**config.mk**
```make
export PLATFORM = sky130hd
export DESIGN_NAME = utf8_stream_decoder
export DESIGN_NICKNAME = d
export VERILOG_FILES = /design/src/rtl/core/u8d_pkg.sv /design/src/rtl/core/u8d_lead_decode.sv /design/src/rtl/core/u8d_seq.sv /design/src/rtl/core/utf8_stream_decoder.sv
export SDC_FILE = /design/constraint.sdc
export NUM_CORES = 1
export LEC_CHECK = 0
export ABC_AREA = 1
export ABC_CLOCK_PERIOD_IN_PS = 2800
export BUFFER_PORTS_ARGS = -buffer_cell sky130_fd_sc_hd__clkbuf_2
export CAP_MARGIN = 5
export CORE_MARGIN = 3
export CORE_UTILIZATION = 35
export DETAILED_ROUTE_END_ITERATION = 12
export SLEW_MARGIN = 20
export SYNTH_ARGS = -nofsm -noshare
export SYNTH_HDL_FRONTEND = slang
export SYNTH_SLANG_ARGS = --single-unit
```
**constraint.sdc**
```tcl
create_clock -name clk -period 2.8 [get_ports clk]
set_input_delay 0.42 -clock clk [delete_from_list [all_inputs] [get_ports clk]]
set_output_delay 0.42 -clock clk [all_outputs]
set_load 0.02 [all_outputs]
```
**src/rtl/core/u8d_pkg.sv**
```systemverilog
// ----------------------------------------------------------------------------
// u8d_pkg
// shared types and codes for the utf-8 stream decoder
// ----------------------------------------------------------------------------
package u8d_pkg;

    localparam int BYTE_W = 8;
    localparam int CP_W   = 31;
    localparam int LEN_W  = 3;
    localparam int ST_W   = 2;

    // result status codes
    localparam logic [ST_W-1:0] ST_OK       = 2'd0;
    localparam logic [ST_W-1:0] ST_BAD_LEAD = 2'd1;
    localparam logic [ST_W-1:0] ST_BAD_CONT = 2'd2;

    // classification of a byte seen while idle
    typedef struct packed {
        logic             valid;
        logic [LEN_W-1:0] cont_count;
        logic [6:0]       payload;
    } lead_t;

    // one decoded result
    typedef struct packed {
        logic [ST_W-1:0]  status;
        logic [LEN_W-1:0] seq_length;
        logic [CP_W-1:0]  code_point;
    } result_t;

endpackage

```
**src/rtl/core/u8d_lead_decode.sv**
```systemverilog
// ----------------------------------------------------------------------------
// u8d_lead_decode
// classifies a lead byte into continuation count and payload bits
// ----------------------------------------------------------------------------
module u8d_lead_decode
(
    input  logic [u8d_pkg::BYTE_W-1:0] lead_byte,
    output u8d_pkg::lead_t             lead
);

    always_comb
    begin
        lead = '0;
        unique case (lead_byte) inside
            8'b0???????:
            begin
                lead.valid      = 1'b1;
                lead.cont_count = 3'd0;
                lead.payload    = lead_byte[6:0];
            end
            8'b110?????:
            begin
                lead.valid      = 1'b1;
                lead.cont_count = 3'd1;
                lead.payload    = {2'b00, lead_byte[4:0]};
            end
            8'b1110????:
            begin
                lead.valid      = 1'b1;
                lead.cont_count = 3'd2;
                lead.payload    = {3'b000, lead_byte[3:0]};
            end
            8'b11110???:
            begin
                lead.valid      = 1'b1;
                lead.cont_count = 3'd3;
                lead.payload    = {4'b0000, lead_byte[2:0]};
            end
            8'b111110??:
            begin
                lead.valid      = 1'b1;
                lead.cont_count = 3'd4;
                lead.payload    = {5'b00000, lead_byte[1:0]};
            end
            8'b1111110?:
            begin
                lead.valid      = 1'b1;
                lead.cont_count = 3'd5;
                lead.payload    = {6'b000000, lead_byte[0]};
            end
            default:
            begin
                // stray continuation byte or 0xfe / 0xff
                lead = '0;
            end
        endcase
    end

endmodule

```
**src/rtl/core/u8d_seq.sv**
```systemverilog
// ----------------------------------------------------------------------------
// u8d_seq
// sequence state and per-byte update, one byte per enabled cycle
// ----------------------------------------------------------------------------
module u8d_seq
(
    input  logic                       clk,
    input  logic                       rst_n,
    input  logic                       step_en,
    input  logic [u8d_pkg::BYTE_W-1:0] step_byte,
    output logic                       res_valid,
    output u8d_pkg::result_t           res
);

    logic [u8d_pkg::CP_W-1:0]  acc_reg,    acc_next;
    logic [u8d_pkg::LEN_W-1:0] remain_reg, remain_next;
    logic [u8d_pkg::LEN_W-1:0] len_reg,    len_next;
    u8d_pkg::lead_t            lead;
    logic [u8d_pkg::CP_W-1:0]  acc_shift;
    logic [u8d_pkg::LEN_W-1:0] len_inc;

    u8d_lead_decode u_lead
    (
        .lead_byte (step_byte),
        .lead      (lead)
    );

    assign acc_shift = {acc_reg[u8d_pkg::CP_W-7:0], step_byte[5:0]};
    assign len_inc   = len_reg + 3'd1;

    always_comb
    begin
        acc_next    = acc_reg;
        remain_next = remain_reg;
        len_next    = len_reg;
        res_valid   = 1'b0;
        res         = '0;
        if (step_en)
        begin
            if (remain_reg == 3'd0)
            begin
                if (!lead.valid)
                begin
                    res_valid      = 1'b1;
                    res.status     = u8d_pkg::ST_BAD_LEAD;
                    res.seq_length = 3'd1;
                end
                else if (lead.cont_count == 3'd0)
                begin
                    // single-byte ascii
                    res_valid      = 1'b1;
                    res.status     = u8d_pkg::ST_OK;
                    res.seq_length = 3'd1;
                    res.code_point = {24'd0, lead.payload};
                end
                else
                begin
                    acc_next    = {24'd0, lead.payload};
                    remain_next = lead.cont_count;
                    len_next    = 3'd1;
                end
            end
            else if (step_byte[7:6] != 2'b10)
            begin
                // broken continuation: drop the partial sequence
                res_valid      = 1'b1;
                res.status     = u8d_pkg::ST_BAD_CONT;
                res.seq_length = len_inc;
                acc_next       = '0;
                remain_next    = 3'd0;
                len_next       = 3'd0;
            end
            else if (remain_reg == 3'd1)
            begin
                res_valid      = 1'b1;
                res.status     = u8d_pkg::ST_OK;
                res.seq_length = len_inc;
                res.code_point = acc_shift;
                acc_next       = '0;
                remain_next    = 3'd0;
                len_next       = 3'd0;
            end
            else
            begin
                acc_next    = acc_shift;
                remain_next = remain_reg - 3'd1;
                len_next    = len_inc;
            end
        end
    end

    always_ff @(posedge clk or negedge rst_n)
    begin
        if (!rst_n)
        begin
            acc_reg    <= '0;
            remain_reg <= '0;
            len_reg    <= '0;
        end
        else
        begin
            acc_reg    <= acc_next;
            remain_reg <= remain_next;
            len_reg    <= len_next;
        end
    end

endmodule

```
**src/rtl/core/utf8_stream_decoder.sv**
```systemverilog
// ----------------------------------------------------------------------------
// utf8_stream_decoder
// byte-serial decoder for the original six-byte utf-8 form
// ----------------------------------------------------------------------------
// Takes one byte per input transaction and sustains one byte per cycle while the
// output is not stalled. Each byte is captured in an input register, goes through
// the lead classifier and the accumulator update in a single pass, and any result
// lands in an output register. A completed sequence gives one result with the
// code point (up to 31 bits) and its length; continuation bytes that do not close
// a sequence give no result. A bad lead byte gives status 1, a bad continuation
// byte gives status 2 with the bytes taken so far, and in both cases the byte is
// dropped and the decoder returns to idle. Overlong forms are decoded as they are.
// ----------------------------------------------------------------------------
module utf8_stream_decoder
(
    input  logic        clk,
    input  logic        rst_n,

    input  logic        s_tvalid,
    output logic        s_tready,
    input  logic [7:0]  s_tdata,   // [7:0] in_byte

    output logic        m_tvalid,
    input  logic        m_tready,
    output logic [39:0] m_tdata,   // [30:0] code_point, [33:31] seq_length, zero pad
    output logic [1:0]  m_tuser    // [1:0] status
);

    // input register
    logic                        in_valid_reg;
    logic [u8d_pkg::BYTE_W-1:0]  in_byte_reg;

    // output register
    logic                        out_valid_reg;
    u8d_pkg::result_t            out_res_reg;

    logic                        advance;
    logic                        step_en;
    logic                        res_valid;
    u8d_pkg::result_t            res;

    // the pipe moves whenever the output register is free or being drained
    assign advance  = !out_valid_reg || m_tready;
    assign step_en  = in_valid_reg && advance;
    assign s_tready = !in_valid_reg || advance;

    u8d_seq u_seq
    (
        .clk       (clk),
        .rst_n     (rst_n),
        .step_en   (step_en),
        .step_byte (in_byte_reg),
        .res_valid (res_valid),
        .res       (res)
    );

    always_ff @(posedge clk or negedge rst_n)
    begin
        if (!rst_n)
        begin
            in_valid_reg  <= 1'b0;
            out_valid_reg <= 1'b0;
        end
        else
        begin
            if (s_tready)
            begin
                in_valid_reg <= s_tvalid;
            end
            if (advance)
            begin
                out_valid_reg <= res_valid;
            end
        end
    end

    // payload registers, no reset needed
    always_ff @(posedge clk)
    begin
        if (s_tready && s_tvalid)
        begin
            in_byte_reg <= s_tdata;
        end
        if (advance && res_valid)
        begin
            out_res_reg <= res;
        end
    end

    assign m_tvalid = out_valid_reg;
    assign m_tdata  = {6'd0, out_res_reg.seq_length, out_res_reg.code_point};
    assign m_tuser  = out_res_reg.status;

endmodule

```
==> flow_summary.yaml <==
sta:
  hold_viol: 0
  finalCriticalPeriod_ps: 2156
  tns_ps: 0
  tightest_slew_ps: 828.6
  drv_slew: 0
  grt_setup_unrepaired: "false"
  timing.fmax_mhz: 463.7
  slew_headroom_pct: 44.76
  fin_skew_ps: 14.74
  finalCritPeriodShare_pct: 77.02
  setup_slack_ps: 643.5
  setup_viol_count_final: 0
  hold_ws_ps: 133.7
detailed_routing:
  via_count: 2485
  drc: 0
  drtAntennaViolNets: 0
  first_pass_iters: 5
  drt_iter0_drc: 225
  totalWireLength_mm: 6.736
  via_per_inst: 4.585
  wl_per_cell_um: 12.43
finish:
  final.fill_count: 940
  num-nets-final: 424
  area_delta_synth_final_pct: 15.35
  largest_register_ffs: 34
  n_antenna_cell: 0
  fin_cells: 542
  drive_gt1_share_pct: 19.85
grt:
  grt_remaining_overflow: 0
  grt_pass1_vias: 2416
  grt_max_degree: 34
  grt_pass1_wl_mm: 11.36
  grt_usage_pct: 12.84
  grt_antenna_before_repair: 0
synthesis:
  seq_area_frac_synth_pct: 61.70
  synth_top_area_share_pct: 37.97
  synthesis.area_um2: 3480
  avgSynthCellArea_um2: 9.720
  yosys_register_bits: 77
  syn_inst: 358
  ys_warn_count: 0
  post-synth-top-area-cell: "edfxtp_1"
  synth_cell_types: 29
  synth_area_leaders: "edfxtp_1 38%, dfrtp_1 24%, nand2_1 11%, inv_1 4.5%, nor2_1 4.1%"
power:
  fin_total_pwr_w: 0.004266
  leakagePower_nw: 1.829
  p_per_area_nw_per_um2: 1063
  ir_worst_vdd_uv: 336.6
die:
  die_y_um: 105.7
  initial_core_util_pct: 36.79
  core_area_um2: 9459
  io-pin-count: 56
  die_w_um: 105.7
  core.rowCount: 35
  dieArea_um2: 11170
critical_path:
  cp.required_ps: 2860
  reg2reg_from: "in_byte_reg[7]"
  reg2reg_slack_ps: 640
  worstSetupEndpointType: "flop"
  critical_path_arrival_ps: 2220
  critPathKind: "flop to flop"
  timing.rr.end: "m_tdata[15]"
  reg2reg_depth: 8
  critPathLaunchType: "flop"
  crit_fanout: 28
clocking:
  cts_tree: "done"
  clkSlewWorstSetupHoldPaths_ps: 100
  cts_num_sinks: 77
  numCtsBuffers: 9
  cts_resized: 0
  post-cts-setup-buffers: 0
  cts_root_buf: "clkbuf_8"
  clk_latency_ps: 370
  htreeDepth: 3
  clockBufferDepth: 2
  holdBufCountCts: 0
placement:
  gp_congestion: 0.9046
  dp.cells: 526
  pre_cts_ws_ps: 639.8
  port_buffers: 49
  dp_hpwl_mm: 4.574
worst_hold_path:
  min_path_type: "input pin to async pin"
flow_run:
  drv_cap: 0
outcome:
  status: "completed"
==> worst max path at each step <==
| stage | from | endpoint | slack, ps | cells past startpoint |
|---|---|---|---|---|
| floorplan | u_seq.remain_reg[0] | m_tdata[0] | 340 | 7 |
| global placement | m_tready | m_tdata[4] | 650 | 8 |
| detailed placement | in_byte_reg[7] | m_tdata[27] | 640 | 8 |
| CTS | in_byte_reg[7] | m_tdata[15] | 620 | 8 |
| global route | in_byte_reg[7] | m_tdata[14] | 360 | 8 |
| finish | in_byte_reg[7] | m_tdata[15] | 640 | 8 |
==> cell families (layout without fill, tap and decap cells) <==
logic type               Yosys count  count (layout)  synth area share (%)
XOR/XNOR                           2               2                0.5035
AO/OA/AOI/OAI                     18              18                 2.805
flip-flops                        77              77                 61.70
buffers and inverters             64             114                 8.594
adder cells (fa/ha/maj)            4               4                 1.438
AND/OR/NAND/NOR                  192             192                 24.85
other                              1               6                0.1078
==> cell type report <==
class	instances	area [µm²]	share of cell area [%]
repair buffers	54	295.3	7.357
inverters	44	165.2	4.115
flip-flops and latches	77	2147	53.49
multi-input cells	222	1052	26.22
clock inverters	7	68.82	1.714
clock buffers	9	123.9	3.086
well taps	129	161.4	4.021
==> cells in the mapped netlist (all sizes together) <==
library cell,count
inv,44
xnor2,1
clkbuf,2
o22ai,3
xor2,1
dfrtp,33
ha,4
nand4,21
nor3,3
nand3b,1
o21ai,11
edfxtp,44
conb,1
nor2,40
a21oi,4
nand3,24
nand2,103
buf,18
==> critical path, cell delays in order, from the launching register on <==
cell      delay, ps
edfxtp_1        460
inv_2           140
nor2_1           60
nor2_1          230
nand2_1         100
nor2_1          140
nand3_1         130
nand2_1         340
buf_12          250
==> metal layers <==
| layer | GRT usage, % | up-vias | wire length, µm |
|---|---|---|---|
| met5 | 0 | - | 0 |
| met3 | 2.939 | 8 | 295 |
| met4 | 5.828 | 0 | 124 |
| li1 | - | 1262 | - |
| met1 | 16.21 | 1158 | 3051 |
| met2 | 20.99 | 57 | 3265 |
==> placed cells by master (no fill, tap or decap), types with 2 or more instances in the layout <==
cell / n
nand2_1: 98
a21oi_1: 4
nor2_1: 38
ha_1: 4
conb_1: 6
clkbuf_8: 9
edfxtp_1: 44
nand2_2: 4
inv_1: 42
inv_2: 2
inv_6: 2
o22ai_1: 3
nand3_1: 24
nand4_1: 20
o21ai_0: 10
buf_4: 4
clkinvlp_4: 2
dfrtp_1: 33
nor3_1: 2
clkbuf_2: 49
==> where the power goes <==
group	internal, W	total (W)	switching (W)
Clock	0.000342	0.000804	0.000462
Sequential	0.00166	0.00183	0.000169
Combinational	0.000448	0.00163	0.00118
Total	0.00246	0.00427	0.00181
==> per-stage QoR <==
stage	utilization (%)	area [µm²]
6_report	42.43	4014
5_1_grt	42.43	4014
4_1_cts	42.43	4014
3_5_place_dp	40.40	3821
3_3_place_gp	40.40	3821
2_1_floorplan	-	3498
Note: power is estimated with default switching activity, not from simulation.
